### config.mk
export PLATFORM = sky130hd
export DESIGN_NAME = ymrfl_queue
export DESIGN_NICKNAME = d
export VERILOG_FILES = /design/src/hdl/ymodem_receiver_flash_loader_core_macros.svh /design/src/hdl/ymrfl_pkg.sv /design/src/hdl/ymrfl_queue.sv
export SDC_FILE = /design/constraint.sdc
export NUM_CORES = 1
export LEC_CHECK = 0
export BUFFER_PORTS_ARGS = -buffer_cell sky130_fd_sc_hd__buf_2
export CORE_ASPECT_RATIO = 2
export CORE_MARGIN = 5
export CORE_UTILIZATION = 39
export CTS_CLUSTER_DIAMETER = 50
export DETAILED_ROUTE_END_ITERATION = 7
export SYNTH_ARGS = -nofsm -noshare
export SYNTH_HDL_FRONTEND = slang
export SYNTH_SLANG_ARGS = --single-unit
### constraint.sdc
create_clock -name i_clk -period 7.3 [get_ports i_clk]
set_input_delay 0.73 -clock i_clk [delete_from_list [all_inputs] [get_ports i_clk]]
set_output_delay 0.73 -clock i_clk [all_outputs]
set_load 0.01 [all_outputs]
### src/hdl/ymodem_receiver_flash_loader_core_macros.svh
// assertion macros for the ymodem receiver flash loader core
// expects i_clk and i_rst_n in the scope of use
`ifndef YMODEM_RECEIVER_FLASH_LOADER_CORE_MACROS_SVH
`define YMODEM_RECEIVER_FLASH_LOADER_CORE_MACROS_SVH
`ifndef ASSERT_OFF
`define YM_ASSERT_IMP(lbl, ante, cons) \
    lbl: assert property (@(posedge i_clk) disable iff (!i_rst_n) (ante) |-> (cons)) \
        else $error("ymrfl assertion failed");
`define YM_ASSERT_NXT(lbl, ante, cons) \
    lbl: assert property (@(posedge i_clk) disable iff (!i_rst_n) (ante) |=> (cons)) \
        else $error("ymrfl assertion failed");
`else
`define YM_ASSERT_IMP(lbl, ante, cons)
`define YM_ASSERT_NXT(lbl, ante, cons)
`endif
`endif

### src/hdl/ymrfl_pkg.sv
// shared types, codes and crc function for the ymodem receiver flash loader
// no dependencies
`default_nettype none
package ymrfl_pkg;
    localparam int LONG_PAYLOAD_DEF = 1024;
    localparam int SHORT_PAYLOAD    = 128;
    localparam int MAX_FRAME_DEF    = 2048;

    localparam logic [7:0] T_SOH = 8'h01;
    localparam logic [7:0] T_STX = 8'h02;
    localparam logic [7:0] T_EOT = 8'h04;
    localparam logic [7:0] B_ACK = 8'h06;
    localparam logic [7:0] B_NAK = 8'h15;
    localparam logic [7:0] B_C   = 8'h43;

    localparam logic [1:0] PH_START = 2'd0;
    localparam logic [1:0] PH_DATA  = 2'd1;
    localparam logic [1:0] PH_EOT2  = 2'd2;
    localparam logic [1:0] PH_END   = 2'd3;

    localparam logic [1:0] KIND_TX    = 2'd0;
    localparam logic [1:0] KIND_ERASE = 2'd1;
    localparam logic [1:0] KIND_WRITE = 2'd2;
    localparam logic [1:0] KIND_JUMP  = 2'd3;

    localparam logic [2:0] CMD_C     = 3'd0;
    localparam logic [2:0] CMD_NAK   = 3'd1;
    localparam logic [2:0] CMD_ACK_C = 3'd2;
    localparam logic [2:0] CMD_START = 3'd3;
    localparam logic [2:0] CMD_END   = 3'd4;
    localparam logic [2:0] CMD_DATA  = 3'd5;

    localparam logic [1:0] CFG_ENABLE = 2'd0;
    localparam logic [1:0] CFG_BASE   = 2'd1;
    localparam logic [1:0] CFG_PAGES  = 2'd2;

    localparam logic [15:0] CRC_POLY = 16'h1021;

    typedef struct packed {
        logic [2:0]  op;
        logic [31:0] addr;
        logic [15:0] pages;
        logic        is_long;
    } t_cmd;

    function automatic logic [15:0] crc_byte(input logic [15:0] crc, input logic [7:0] b);
        logic [15:0] c;
        c = crc ^ {b, 8'h00};
        for (int i = 0; i < 8; i++) begin
            c = c[15] ? ({c[14:0], 1'b0} ^ CRC_POLY) : {c[14:0], 1'b0};
        end
        return c;
    endfunction
endpackage
`default_nettype wire

### src/hdl/ymrfl_queue.sv
// two-entry command queue between front and back
// depends on ymrfl_pkg
`default_nettype none
module ymrfl_queue (
    input  wire logic            i_clk,
    input  wire logic            i_rst_n,
    input  wire logic            i_push,
    input  ymrfl_pkg::t_cmd      i_data,
    input  wire logic            i_pop,
    output ymrfl_pkg::t_cmd      o_data,
    output logic                 o_empty,
    output logic                 o_full
);
    import ymrfl_pkg::*;

    t_cmd       r_mem [2];
    logic       r_wp, r_rp;
    logic [1:0] r_cnt;
    logic       w_push, w_pop;

    assign o_empty = (r_cnt == 2'd0);
    assign o_full  = (r_cnt == 2'd2);
    assign w_push  = i_push && !o_full;
    assign w_pop   = i_pop && !o_empty;
    assign o_data  = r_mem[r_rp];

    always_ff @(posedge i_clk) begin
        if (w_push) begin
            r_mem[r_wp] <= i_data;
        end
    end

    always_ff @(posedge i_clk) begin
        if (!i_rst_n) begin
            r_wp  <= 1'b0;
            r_rp  <= 1'b0;
            r_cnt <= 2'd0;
        end else begin
            if (w_push) begin
                r_wp <= !r_wp;
            end
            if (w_pop) begin
                r_rp <= !r_rp;
            end
            r_cnt <= r_cnt + {1'b0, w_push} - {1'b0, w_pop};
        end
    end
endmodule
`default_nettype wire

==> summary.md <==
| Metric | Value |
|---|---|
| FF+latch area | 3230 sq um |
| Synth cell count leaders | edfxtp_1 (104), mux2_4 (50), buf_12 (5), dfxtp_1 (5), nor2_1 (5) |
| Top Ports | 110 |
| Synthesized instance count | 189 |
| Hold Crit Class | reg -> reg |
| Post-synthesis sequential area ratio | around three quarters |
| Critical Path Fanout Max | 52 |
| Fmax | between 300 and 400 MHz |
| Post-route ant nets | 0 |
| # H-tree levels | 3 |
| Buf/Inv on CP | 1 |
| Die X | 83.7 um |
| Layout cells sized above 1 | a little under three fifths |
| Worst-margin pin slew | 0.993 ns |
| Initial antenna violation count | 1 |
| Crit-path slowest cell | dfxtp_4 |
| Drt wl/cell | 16.0 um |
| Critical Path Max Stage Delay | a little over 1 ns |
| # Max-Cap Violations | 0 |
| Unrepaired setup endpoints after global routing | false |
| Pins over their slew limit | 0 |
| Setup-failing EPs final | 0 |
| DRC errors left | 0 |
| Worst Hold Depth | 2 |
| Fill cells | 977 |
| Share of the synthesized area in the top cell type | between 70 and 80% |
| Post-Route Skew | roughly 0.0033 ns |
| Vias in the first global route | approximately 2200 |
| Synth Register Bits | 109 |
| CTS Hold Bufs | 0 |
| Most instantiated library cell after synthesis | edfxtp_1 |
| Largest net degree at the start of global routing | 53 |
| Full die area | between 10000 and 15000 sq um |
| Crit. End Element | output pin |
| # resized after CTS | 0 |
| Delay-heaviest family, CP | flip-flops |
| Detailed-route via count | between 2000 and 2500 |
| Final setup TNS | 0 ns |
| Post-synthesis cell area | 4240 sq um |
| Starting Density | 39.2% |
| Global-route wire length before repair | 10.8 mm |
| # rows | 54 |
| Post-synth EDFFs | roughly 100 |
| Worst Setup Start Kind | flop |
| Core Area | 10800 sq um |
| Lkg Pwr | slightly above 2 nW |
| Cells after DPL | ~430 |
| CTS tree | yes |
| DRT iter0 DRCs | roughly 110 |
| All-Layer GR Usage | 11.1% |
| CTS root buffer | clkbuf_16 |
| Largest area contributor in the netlist | edfxtp_1 |
| Main synth FF type | edfxtp_1 |
| Area of the multi-input gates | 905 sq um |
| CTS sink cnt | about 110 |
| Die H | roughly 160 um |
| Hold Fails Final Rpt | 0 |
| WL final | a little over 7 mm |
| Final worst-path cycle share | a little over a third |
| Total setup buffers inserted after CTS | 0 |
| Final cell count without fillers | 450 |
| Clock Latency Late Sink | ~0.33 ns |
| Synth Net Count | ~250 |
| Syn Area/Cell | about 22 sq um |
| Hpwl dp | 4.91 mm |
| TritonCTS Buffers | 9 |
| Max clock buf depth | 2 |
| CP Data Required Time | 6.57 ns |
| Ranking of synthesized cells by area | edfxtp_1 (74%), mux2_4 (18%), buf_12 (2.4%), dfxtp_1 (2.4%), ha_1 (0.59%) |
| Critical path cell sequence | mux2_2 > buf_2 |
| Count of cell types in the netlist | 18 |
| Port bufs | around 110 |
| Setup CP Type | reg -> out |
| Area Overhead vs Synth | 21.3% |
| Grt ovf | 0 |
| Synth warnings | 0 |
| CP arrival | roughly 1.9 ns |
| Pwr Density | ~350 nW/um^2 |
| Drt pass-1 iters | 4 |
| Number of cells on the critical path | 2 |
| R2r worst-path depth | 3 |
| Clk slew on worst S/H paths | 0.07 ns |
| Post-DR vias/cell | 4.50 |
| Outcome | finished, final reports clean |
| Peak supply drop | roughly 0.18 mV |
| Nets@finish | 363 |
| Routability cong. | roughly 0.7 |
| Slew HR | between 30% and 40% |
| Post-synth ARST share | 0% |
| # diodes | 0 |
| Post-layout min period | roughly 2.6 ns |
-- final cells by class --
type | count | area share, %
clock buffer | 9 | 4.38
clock inverter | 7 | 0.778
inverter | 3 | 0.219
multi-input combinational | 71 | 17.6
sequential | 109 | 62.7
tap | 140 | 3.41
timing repair buffer | 111 | 10.9
-- stage by stage --
step	hold slack, ns	utilization, %	cell area (sq um)	total power (W)	setup WS (ns)
floorplan	0.455	-	4240	0.00126	3.83
global placement	0.497	45.1	4880	0.00140	4.98
detailed placement	0.502	45.1	4880	0.00141	4.97
CTS	0.527	47.6	5140	0.00184	4.60
global route	0.559	47.6	5140	0.00191	4.54
finish	0.524	47.6	5140	0.00181	4.65
-- cells by family (layout without fill, tap and decap cells) --
group / count (synthesis) / count (layout) / synth area share [%]
xor+xnor: 2 / 2 / 0.413
flops: 109 / 109 / 76.0
fa+ha+maj: 2 / 2 / 0.590
buf+inv: 9 / 130 / 2.89
compound gates: 1 / 1 / 0.177
simple gates: 13 / 13 / 1.47
mux: 53 / 53 / 18.5
-- power by group --
part / total, W / switching (W) / internal (W) / leakage [nW]
logic: 0.000480 / 0.000206 / 0.000274 / 0.891
registers: 0.000896 / 0.0000877 / 0.000808 / 1.01
clock network: 0.000433 / 0.000204 / 0.000229 / 0.126
-- worst reg2reg max path: cells and delay by family, from the launching register on --
kind / cells / cell delay, ns
simple gates: 2 / 0.81
buf+inv: 1 / 0.46
flops: 1 / 0.38
-- per-layer routing --
| layer | vias to the layer above | wire, um | track usage (%) | part of all wire [%] |
|---|---|---|---|---|
| met2 | 56 | 4260 | 20.9 | 59 |
| met5 | - | 20 | 0 | 0.28 |
| met1 | 994 | 2310 | 10.2 | 32 |
| li1 | 966 | - | - | - |
| met4 | 2 | 130 | 5.52 | 1.8 |
| met3 | 9 | 470 | 4.19 | 6.5 |
-- final timing paths --
| check | end | slack (ns) | startpoint |
|---|---|---|---|
| worst max-delay path | o_data[51] | 4.65 | flop |
| worst min register to register | r_rp | 0.52 | r_rp |
| worst max register to register | r_mem[1][43] | 5.31 | r_cnt[0] |
| worst min-delay path | r_rp | 0.52 | r_rp |
-- layout by cell type (no fill, tap or decap) --
cell,synthesis,layout
and2_1,2,2
and3_2,0,1
buf_2,0,109
buf_4,0,2
clkbuf_16,0,9
clkinv_1,0,4
clkinvlp_4,0,1
dfxtp_1,5,4
dfxtp_4,0,1
edfxtp_1,104,104
ha_1,2,2
inv_1,3,3
inv_6,0,2
mux2_2,2,2
mux2_4,50,50
mux2i_1,1,1
nand2_1,2,2
nand2b_1,2,2
nor2_1,5,4
nor2_4,0,1
nor3_1,1,1
o21a_1,1,1
xnor2_1,1,1
xor2_1,1,1
-- sequential cells by signal, summed over array words and instances (netlist names), named ones only --
signal and count:
r_rp 1, r_cnt 2, r_wp 1, r_mem 104
Power figures use the tool's default switching activity.
