$ cat src/hdl/ymodem_receiver_flash_loader_core_macros.svh
// assertion macros for the ymodem receiver flash loader core
// expects i_clk and i_rst_n in the scope of use
`ifndef YMODEM_RECEIVER_FLASH_LOADER_CORE_MACROS_SVH
`define YMODEM_RECEIVER_FLASH_LOADER_CORE_MACROS_SVH
`ifndef ASSERT_OFF
`define YM_ASSERT_IMP(lbl, ante, cons) \
    lbl: assert property (@(posedge i_clk) disable iff (!i_rst_n) (ante) |-> (cons)) \
        else $error("ymrfl assertion failed");
`define YM_ASSERT_NXT(lbl, ante, cons) \
    lbl: assert property (@(posedge i_clk) disable iff (!i_rst_n) (ante) |=> (cons)) \
        else $error("ymrfl assertion failed");
`else
`define YM_ASSERT_IMP(lbl, ante, cons)
`define YM_ASSERT_NXT(lbl, ante, cons)
`endif
`endif

$ cat src/hdl/ymrfl_pkg.sv
// shared types, codes and crc function for the ymodem receiver flash loader
// no dependencies
`default_nettype none
package ymrfl_pkg;
    localparam int LONG_PAYLOAD_DEF = 1024;
    localparam int SHORT_PAYLOAD    = 128;
    localparam int MAX_FRAME_DEF    = 2048;

    localparam logic [7:0] T_SOH = 8'h01;
    localparam logic [7:0] T_STX = 8'h02;
    localparam logic [7:0] T_EOT = 8'h04;
    localparam logic [7:0] B_ACK = 8'h06;
    localparam logic [7:0] B_NAK = 8'h15;
    localparam logic [7:0] B_C   = 8'h43;

    localparam logic [1:0] PH_START = 2'd0;
    localparam logic [1:0] PH_DATA  = 2'd1;
    localparam logic [1:0] PH_EOT2  = 2'd2;
    localparam logic [1:0] PH_END   = 2'd3;

    localparam logic [1:0] KIND_TX    = 2'd0;
    localparam logic [1:0] KIND_ERASE = 2'd1;
    localparam logic [1:0] KIND_WRITE = 2'd2;
    localparam logic [1:0] KIND_JUMP  = 2'd3;

    localparam logic [2:0] CMD_C     = 3'd0;
    localparam logic [2:0] CMD_NAK   = 3'd1;
    localparam logic [2:0] CMD_ACK_C = 3'd2;
    localparam logic [2:0] CMD_START = 3'd3;
    localparam logic [2:0] CMD_END   = 3'd4;
    localparam logic [2:0] CMD_DATA  = 3'd5;

    localparam logic [1:0] CFG_ENABLE = 2'd0;
    localparam logic [1:0] CFG_BASE   = 2'd1;
    localparam logic [1:0] CFG_PAGES  = 2'd2;

    localparam logic [15:0] CRC_POLY = 16'h1021;

    typedef struct packed {
        logic [2:0]  op;
        logic [31:0] addr;
        logic [15:0] pages;
        logic        is_long;
    } t_cmd;

    function automatic logic [15:0] crc_byte(input logic [15:0] crc, input logic [7:0] b);
        logic [15:0] c;
        c = crc ^ {b, 8'h00};
        for (int i = 0; i < 8; i++) begin
            c = c[15] ? ({c[14:0], 1'b0} ^ CRC_POLY) : {c[14:0], 1'b0};
        end
        return c;
    endfunction
endpackage
`default_nettype wire

$ cat src/hdl/ymrfl_front.sv
// front end: frame byte parsing, crc, header check and frame-end decision
// depends on ymrfl_pkg
`default_nettype none
module ymrfl_front #(
    parameter int LONG_PAYLOAD = ymrfl_pkg::LONG_PAYLOAD_DEF,
    parameter int MAX_FRAME    = ymrfl_pkg::MAX_FRAME_DEF
) (
    input  wire logic                            i_clk,
    input  wire logic                            i_rst_n,
    input  wire logic                            i_accept,
    input  wire logic                            i_action,
    input  wire logic [7:0]                      i_rx_byte,
    input  wire logic                            i_frame_end,
    input  wire logic                            i_update_enable,
    input  wire logic [31:0]                     i_image_base,
    input  wire logic [15:0]                     i_erase_page_count,
    output ymrfl_pkg::t_cmd                      o_cmd,
    output logic                                 o_push,
    output logic                                 o_wr_en,
    output logic [$clog2(LONG_PAYLOAD)-1:0]      o_wr_addr,
    output logic [7:0]                           o_wr_data
);
    import ymrfl_pkg::*;

    localparam int PW = $clog2(MAX_FRAME + 1);
    localparam int AW = $clog2(LONG_PAYLOAD);
    localparam logic [PW-1:0] P_LONG  = PW'(LONG_PAYLOAD);
    localparam logic [PW-1:0] P_SHORT = PW'(SHORT_PAYLOAD);
    localparam logic [PW-1:0] P_MAX   = PW'(MAX_FRAME);

    logic [1:0]    r_phase, n_phase;
    logic [15:0]   r_exp, n_exp;
    logic [PW-1:0] r_bi, n_bi;
    logic [7:0]    r_ft, n_ft, r_hb, n_hb, r_hc, n_hc;
    logic [15:0]   r_crc, n_crc, r_rcv, n_rcv;

    logic [PW-1:0]    w_q, w_plen, w_cnt;
    logic [15:0]      w_blk;
    logic [15+PW:0]   w_prod;

    assign w_blk  = r_exp - 16'd1;
    assign w_prod = w_blk * w_plen;
    assign w_q    = r_bi - PW'(3);

    always_comb begin
        n_phase   = r_phase;
        n_exp     = r_exp;
        n_bi      = r_bi;
        n_ft      = r_ft;
        n_hb      = r_hb;
        n_hc      = r_hc;
        n_crc     = r_crc;
        n_rcv     = r_rcv;
        w_plen    = '0;
        w_cnt     = r_bi;
        o_push    = 1'b0;
        o_cmd     = '0;
        o_wr_en   = 1'b0;
        o_wr_addr = w_q[AW-1:0];
        o_wr_data = i_rx_byte;
        if (i_accept && i_update_enable) begin
            if (i_action) begin
                if (r_phase == PH_START) begin
                    o_push = 1'b1;
                    o_cmd.op = CMD_C;
                end
            end else begin
                if (r_bi == '0) begin
                    n_ft  = i_rx_byte;
                    n_crc = '0;
                    n_rcv = '0;
                end else if (r_bi == PW'(1)) begin
                    n_hb = i_rx_byte;
                end else if (r_bi == PW'(2)) begin
                    n_hc = i_rx_byte;
                end
                if (n_ft == T_SOH) begin
                    w_plen = P_SHORT;
                end else if (n_ft == T_STX) begin
                    w_plen = P_LONG;
                end
                if (w_plen != '0 && r_bi >= PW'(3)) begin
                    if (w_q < w_plen) begin
                        o_wr_en = 1'b1;
                        n_crc   = crc_byte(n_crc, i_rx_byte);
                    end else if (w_q == w_plen) begin
                        n_rcv = {i_rx_byte, 8'h00};
                    end else if (w_q == w_plen + PW'(1)) begin
                        n_rcv = n_rcv | {8'h00, i_rx_byte};
                    end
                end
                if (r_bi < P_MAX) begin
                    n_bi = r_bi + PW'(1);
                end
                w_cnt = n_bi;
                if (i_frame_end) begin
                    n_bi = '0;
                    if (n_ft == T_EOT) begin
                        if (r_phase == PH_DATA) begin
                            n_phase  = PH_EOT2;
                            o_push   = 1'b1;
                            o_cmd.op = CMD_NAK;
                        end else if (r_phase == PH_EOT2) begin
                            n_phase  = PH_END;
                            o_push   = 1'b1;
                            o_cmd.op = CMD_ACK_C;
                        end
                    end else if (w_plen != '0 && w_cnt >= w_plen + PW'(5) &&
                                 n_crc == n_rcv && n_hc == ~n_hb) begin
                        if (r_phase == PH_START && n_hb == 8'h00) begin
                            n_phase     = PH_DATA;
                            n_exp       = 16'd1;
                            o_push      = 1'b1;
                            o_cmd.op    = CMD_START;
                            o_cmd.addr  = i_image_base;
                            o_cmd.pages = i_erase_page_count;
                        end else if (r_phase == PH_END && n_hb == 8'h00) begin
                            n_phase    = PH_START;
                            o_push     = 1'b1;
                            o_cmd.op   = CMD_END;
                            o_cmd.addr = i_image_base;
                        end else if (r_phase == PH_DATA && n_hb == r_exp[7:0]) begin
                            n_exp         = r_exp + 16'd1;
                            o_push        = 1'b1;
                            o_cmd.op      = CMD_DATA;
                            o_cmd.addr    = i_image_base + 32'(w_prod);
                            o_cmd.is_long = (n_ft == T_STX);
                        end
                    end
                end
            end
        end
    end

    always_ff @(posedge i_clk) begin
        if (!i_rst_n) begin
            r_phase <= PH_START;
            r_exp   <= '0;
            r_bi    <= '0;
            r_ft    <= '0;
            r_hb    <= '0;
            r_hc    <= '0;
            r_crc   <= '0;
            r_rcv   <= '0;
        end else begin
            r_phase <= n_phase;
            r_exp   <= n_exp;
            r_bi    <= n_bi;
            r_ft    <= n_ft;
            r_hb    <= n_hb;
            r_hc    <= n_hc;
            r_crc   <= n_crc;
            r_rcv   <= n_rcv;
        end
    end
endmodule
`default_nettype wire

$ cat config.mk
export PLATFORM = sky130hd
export DESIGN_NAME = ymrfl_front
export DESIGN_NICKNAME = d
export VERILOG_FILES = /design/src/hdl/ymodem_receiver_flash_loader_core_macros.svh /design/src/hdl/ymrfl_pkg.sv /design/src/hdl/ymrfl_front.sv
export SDC_FILE = /design/constraint.sdc
export NUM_CORES = 1
export LEC_CHECK = 0
export ABC_AREA = 1
export BUFFER_PORTS_ARGS = -buffer_cell sky130_fd_sc_hd__buf_2
export CAP_MARGIN = 40
export CORE_ASPECT_RATIO = 1.25
export CORE_MARGIN = 10
export CORE_UTILIZATION = 40
export DETAILED_ROUTE_END_ITERATION = 7
export REMOVE_ABC_BUFFERS = 1
export SYNTH_ARGS = -nofsm -noshare
export SYNTH_HDL_FRONTEND = slang
export SYNTH_SLANG_ARGS = --single-unit
$ cat constraint.sdc
create_clock -name i_clk -period 9.5 [get_ports i_clk]
set_input_delay 0.95 -clock i_clk [delete_from_list [all_inputs] [get_ports i_clk]]
set_output_delay 0.95 -clock i_clk [all_outputs]
set_load 0.05 [all_outputs]
==> impl_metrics.ini, run 1 <==
[run_status]
status = complete, no violations

[routing]
dr.pass1.iters = 5
vias = 10300
wire_per_inst_um = 14.6
post-route-drc-count = 0
postRouteAntennaNets = 0
drt-initial-drc-count = 476
vias_per_cell = 4.98
wirelength_um = 30300

[floorplan]
dieArea_mm2 = 0.0310
die_h_um = 194
start_util = 0.408
core_area_mm2 = 0.0238
die_w_um = 159
core.rowCount = 63
ioPinCount = 134

[global_route]
gr-total-overflow = 0
grt_pass1_wl_um = 49300
grt_max_degree = 59
grt_antenna_before_repair = 0
track_usage = 0.191
grt_pass1_vias = 9910

[synth]
synthCells = 1654
synth_area_mm2 = 0.00971
synth_common_cells = nand2_1 (500), nor2_1 (219), inv_1 (217)
synth_seq_cells = 86
synthFlopType = dfxtp_1
yosysMostFrequentCell = nand2_1
synth_top_area_frac = 0.193
synth.top_cells.by_area = nand2_1 (19%), dfxtp_1 (18%), ha_1 (11%), nor2_1 (8.5%), inv_1 (8.4%)
synth_warnings = 0
ys_seq_area_frac = 0.177
async_flop_share = 0
synth_edf_count = 0
synthDistinctLibCells = 48
yosysTopAreaCell = nand2_1
synth.avg_cell_area_um2 = 5.87

[worst_setup_path]
worstPathMaxFanout = 35
critPathTopFamily = simple AND/OR/NAND/NOR gates
crit_type = reg -> out
slowest_delay_ns = 0.46
startpoint_type = register
path_buf_inv = 4
arrival_ns = 7.03
end_kind = output pin
critPathSlowestCell = nand3_1
cpMostUsedCell = nand2_1
cp.required_ns = 8.55

[sta]
worst_slew_pin_slew_ns = 0.875
relSlewSlack = 0.415
final_max_slew_viol_count = 0
fmax_mhz = 125
finalHoldViolCount = 0
min_period_over_period = 0.840
min_period_ns = 7.98
final-setup-viol-count = 0
rsz0062_at_grt = no
fin_skew_ns = 0.00921

[placed_design]
gp_congestion = 0.889
port_buffers = 133
dp_cells = 2057
dpl_cell_area_mm2 = 0.0105
hpwl_um = 24000

[clock_network]
hold_buffers = 0
cts_resized = 0
clk_pin_slew_worst_paths_ns = 0.07
clock_path_buffers = 2
root_buffer = clkbuf_16
h-tree-depth = 3
cts_inserted_buffers = 9
clock_sinks = 86
worstSkewPairLatency_ns = 0.35
cts_tree = yes
post_cts_buffers = 0

[finish]
nets = 1905
final_cells = 2073
syn_to_final_growth_pct = 11.4
diodes = 0
finish.instance_area_mm2 = 0.0108
fillCellCount = 2620
final_layout_size_suffix_gt1_frac = 0.112

[pwr]
ir_worst_vdd_v = 0.0000662
leakagePower_uw = 0.00623
power.density_mw_per_mm2 = 81.9

[min_path]
hold_path.class = reg -> reg

[job]
maxCapViolCount = 0
-- power by group --
part	leakage [µW]	switching [µW]	internal (µW)
clock	0.000135	161	185
sequential	0.000699	6.14	372
combinational	0.00539	113	48.7
-- sequential cells by signal (all words and copies together), names as in the netlist --
name	count
r_exp	16
r_ft	8
r_bi	12
r_rcv	16
r_phase	2
r_crc	16
r_hc	8
r_hb	8
-- routing by layer --
layer  global-route usage  vias to the layer above  part of all wire
met5                    0                        -                 0
met3               0.0208                       41             0.035
met2                0.367                      200              0.53
li1                     -                     5450                 -
met1                0.210                     4630              0.41
met4               0.0682                        0             0.029
-- layout make-up --
class                   count  area [µm²]  area share
well taps                 325         407      0.0376
multi-input cells        1277        6820       0.630
clock inverters             5        35.0     0.00324
inverters                 225         846      0.0782
repair buffers            144         748      0.0692
flip-flops and latches     86        1720       0.159
clock buffers              11         243      0.0224
-- metrics by stage --
step	hold WS (ns)	power (µW)	setup WS (ns)	setup TNS, ns	util
3_5_place_dp	0.487	548	1.89	0	0.443
6_report	0.501	886	1.52	0	0.454
4_1_cts	0.502	895	1.50	0	0.454
2_1_floorplan	0.468	484	-0.211	-0.413	-
5_1_grt	0.516	931	0.739	0	0.454
3_3_place_gp	0.481	545	1.97	0	0.442
-- layout by cell type (no fill, tap or decap), types with 4 or more instances in the layout --
cell type	n
inv_2	7
nand2_1	500
nor3_1	16
nor2_4	5
o211ai_1	20
a21oi_1	88
nand3b_1	5
clkbuf_16	9
ha_1	86
buf_4	11
nand4_1	38
nand2_2	5
nand3_1	92
o21ai_1	20
xnor2_1	8
buf_2	133
nor3b_1	5
xor2_1	41
nor2_2	6
o21ai_0	77
nor2_1	218
nor4_1	4
fa_1	14
dfxtp_1	86
inv_1	217
-- cell families after synthesis --
group	count (synthesis)	share of synthesized area
compound gates	221	0.124
xor+xnor	49	0.0442
fa+ha+maj	100	0.140
buf+inv	291	0.122
flops	86	0.177
simple gates	907	0.393
-- tightest hold or removal path, cell delays in order, from the launching register on --
cell and delay (ns):
dfxtp_1 0.33, nand2_1 0.07, a21oi_1 0.05
-- path summary, 6_finish.rpt --
check / slack, ns / cells past startpoint / startpoint / to
worst max-delay path: 1.52 / 30 / r_bi[0] / o_cmd[46]
worst min-delay path: 0.50 / 2 / r_bi[10] / r_bi[10]
worst max register to register: 3.04 / 30 / r_bi[0] / r_exp[4]
worst min register to register: 0.50 / 2 / r_bi[10] / r_bi[10]
Note: power is estimated with default switching activity, not from simulation.
==> run 2, diff against run 1 <==
--- a/config.mk
+++ b/config.mk
@@ -5,7 +5,7 @@
 export SDC_FILE = /design/constraint.sdc
 export NUM_CORES = 1
 export LEC_CHECK = 0
-export ABC_AREA = 1
+export ABC_AREA = 0
 export BUFFER_PORTS_ARGS = -buffer_cell sky130_fd_sc_hd__buf_2
 export CAP_MARGIN = 40
 export CORE_ASPECT_RATIO = 1.25
==> constraint.sdc (replaced) <==
create_clock -name i_clk -period 7.6 [get_ports i_clk]
set_input_delay 0.76 -clock i_clk [delete_from_list [all_inputs] [get_ports i_clk]]
set_output_delay 0.76 -clock i_clk [all_outputs]
set_load 0.05 [all_outputs]
==> run 2 against run 1 <==
Compared with the run above:
- setup slack worse by 1.2 ns
- sequential share of layout area fell by 0.53 points
- global-route usage increased by 0.44 points
- cell count decreased by 17%
- die area about the same
- non-clock buffer count grew 54
- area after synthesis about the same
- critical endpoint unchanged
- largest cell class unchanged
==> impl_metrics.ini, run 2 <==
[finish]
nets = 1550
final_cell_mix = buf_2 (132), nand2_1 (128), nor2_1 (106)
syn_to_final_growth_pct = 15.2
final_common_cell = buf_2
finish.utilization = 0.470
final_layout_size_suffix_gt1_frac = 0.174
diodes = 0
fillCellCount = 2480
finish.instance_area_mm2 = 0.0112
reg.largest.list = r_crc (16), r_exp (16), r_rcv (16)

[min_path]
hp-start = r_ft[6]
min_to = r_ft[6]
hold_path.class = reg -> reg
hold_path_depth = 2

[sta]
fin_tns_setup_ns = 0
min_period_ns = 7.31
relSlewSlack = 0.464
finalHoldViolCount = 0
fmax_mhz = 137
worst_slack_ns = 0.294
final-setup-viol-count = 0
fin_skew_ns = 0.0134
worst_slew_pin_slew_ns = 0.801
min_period_over_period = 0.961
fin_hold_ws_ns = 0.459
final_max_slew_viol_count = 0

[routing]
wire_per_inst_um = 18.5
drt-initial-drc-count = 649
dr.pass1.iters = 5
wirelength_um = 31800
post-route-drc-count = 0
vias_per_cell = 5.86
vias = 10100
postRouteAntennaNets = 0

[clock_network]
clk_pin_slew_worst_paths_ns = 0.07
root_buffer = clkbuf_16
clock_path_buffers = 2
cts_inserted_buffers = 9
clock_sinks = 86
hold_buffers = 0
cts_tree = yes
worstSkewPairLatency_ns = 0.35
h-tree-depth = 3

[pwr]
ir_worst_vdd_v = 0.000120
leakagePower_uw = 0.00499
power.density_mw_per_mm2 = 101

[synth]
synthCells = 1291
yosysMostFrequentCell = nand2_1
synthFlopType = dfxtp_1
synth_warnings = 0
synth_edf_count = 0
ys_seq_area_frac = 0.177
synth_seq_cells = 86
synthDistinctLibCells = 75
synth.top_cells.by_area = dfxtp_1 (18%), ha_1 (11%), xnor2_1 (7.1%), nand2_1 (5.0%), nor2_1 (4.1%)
synth_common_cells = nand2_1 (129), nor2_1 (107), clkbuf_1 (92)
synth.avg_cell_area_um2 = 7.52
synth_area_mm2 = 0.00971
synth_top_area_frac = 0.177
yosysTopAreaCell = dfxtp_1
async_flop_share = 0

[floorplan]
core.rowCount = 63
ioPinCount = 134
dieArea_mm2 = 0.0310
die_w_um = 159
die_h_um = 194
start_util = 0.408
core_area_mm2 = 0.0238

[worst_setup_path]
arrival_ns = 6.55
reg2reg_from = r_bi[4]
end_kind = output pin
rrSetupSlack_ns = 1.58
startpoint_type = input pin
cp.required_ns = 6.84
regToRegEndpoint = r_exp[8]
worstPathMaxFanout = 4
crit_type = in -> out
reg2regPathDepth = 17

[global_route]
gr-total-overflow = 0
track_usage = 0.196
grt_pass1_wl_um = 51300
grt_antenna_before_repair = 0
grt_pass1_vias = 9703
grt_max_degree = 61

[placed_design]
port_buffers = 133
dpl_cell_area_mm2 = 0.0108
hpwl_um = 24100
dp_worst_setup_slack_ns = -0.0191
gp_congestion = 0.902

[run_status]
status = complete, no violations

[job]
maxCapViolCount = 0
[run 2: cell types whose count changed after synthesis, moves of 44 or more]
cell	delta
and3_1	+44
nand3_1	-52
nand2_1	-371
xnor2_1	+71
clkbuf_1	+58
nor2_1	-112
inv_1	-192
[run 2: layer usage]
metal  wire, µm  vias up  GRT usage
li1           -     4882          -
met3       1680       52     0.0217
met1      13300     4787      0.236
met4        929        0     0.0658
met5          0        -          0
met2      16000      346      0.351
[run 2: logic make-up after synthesis]
kind of cell,after synthesis,share of synthesized area
AO/OA/AOI/OAI,287,0.201
XOR/XNOR,111,0.100
adder cells (fa/ha/maj),100,0.140
buffers and inverters,137,0.0591
flip-flops,86,0.177
multiplexers,34,0.0354
AND/OR/NAND/NOR,536,0.288
[run 2: report_power, final]
group	switching (µW)	internal [µW]	leakage (µW)
registers	6.30	455	0.000695
clock network	214	264	0.000154
logic	120	71.1	0.00414
[run 2: worst max path at each step]
stage / startpoint / cells after the start / endpoint / slack (ns)
floorplan: r_bi[4] / 22 / o_cmd[44] / -1.02
global placement: i_rx_byte[4] / 27 / o_cmd[46] / 0.15
detailed placement: i_rx_byte[4] / 26 / o_cmd[46] / -0.02
CTS: i_rx_byte[4] / 26 / o_cmd[46] / 0.03
global route: i_rx_byte[4] / 26 / o_cmd[46] / -0.08
finish: i_rx_byte[4] / 27 / o_cmd[46] / 0.29
[run 2: cell type report]
type	instances	area (µm²)	share of cell area
multi-input combinational	1068	7480	0.669
timing repair buffer	198	1170	0.105
sequential	86	1720	0.154
clock inverter	7	87.6	0.00782
clock buffer	9	225	0.0201
inverter	25	93.8	0.00838
tap	325	407	0.0363
[run 2: critical path, cell delays in order]
cell	delay (ns)
buf_2	0.16
or4_4	0.58
nor3_2	0.16
nor2_1	0.09
o21bai_1	0.18
nand2b_2	0.23
nor2_1	0.12
ha_1	0.23
ha_1	0.31
fa_1	0.46
ha_1	0.31
ha_1	0.28
inv_1	0.07
o21bai_1	0.10
a2111oi_2	0.39
buf_4	0.18
nor3_2	0.05
a2111oi_1	0.38
buf_4	0.19
nor3_2	0.05
nor4_1	0.24
buf_4	0.16
o31ai_1	0.09
o21ai_0	0.22
and3_1	0.19
o31a_1	0.13
clkbuf_4	0.22
[run 2: repair_timing]
item | CTS | global route
setup endpoints to repair | 2 | 6
buffers inserted | 1 | 0
hold endpoints to repair | 0 | 0
resized for setup | 1 | 15
pin swaps | 1 | 0
[run 2: stage by stage]
step           std cells  power, µW
2_1_floorplan       1179        569
3_5_place_dp        1701        660
3_3_place_gp        1696        657
5_1_grt             1718       1170
4_1_cts             1718       1140
6_report            1718       1130
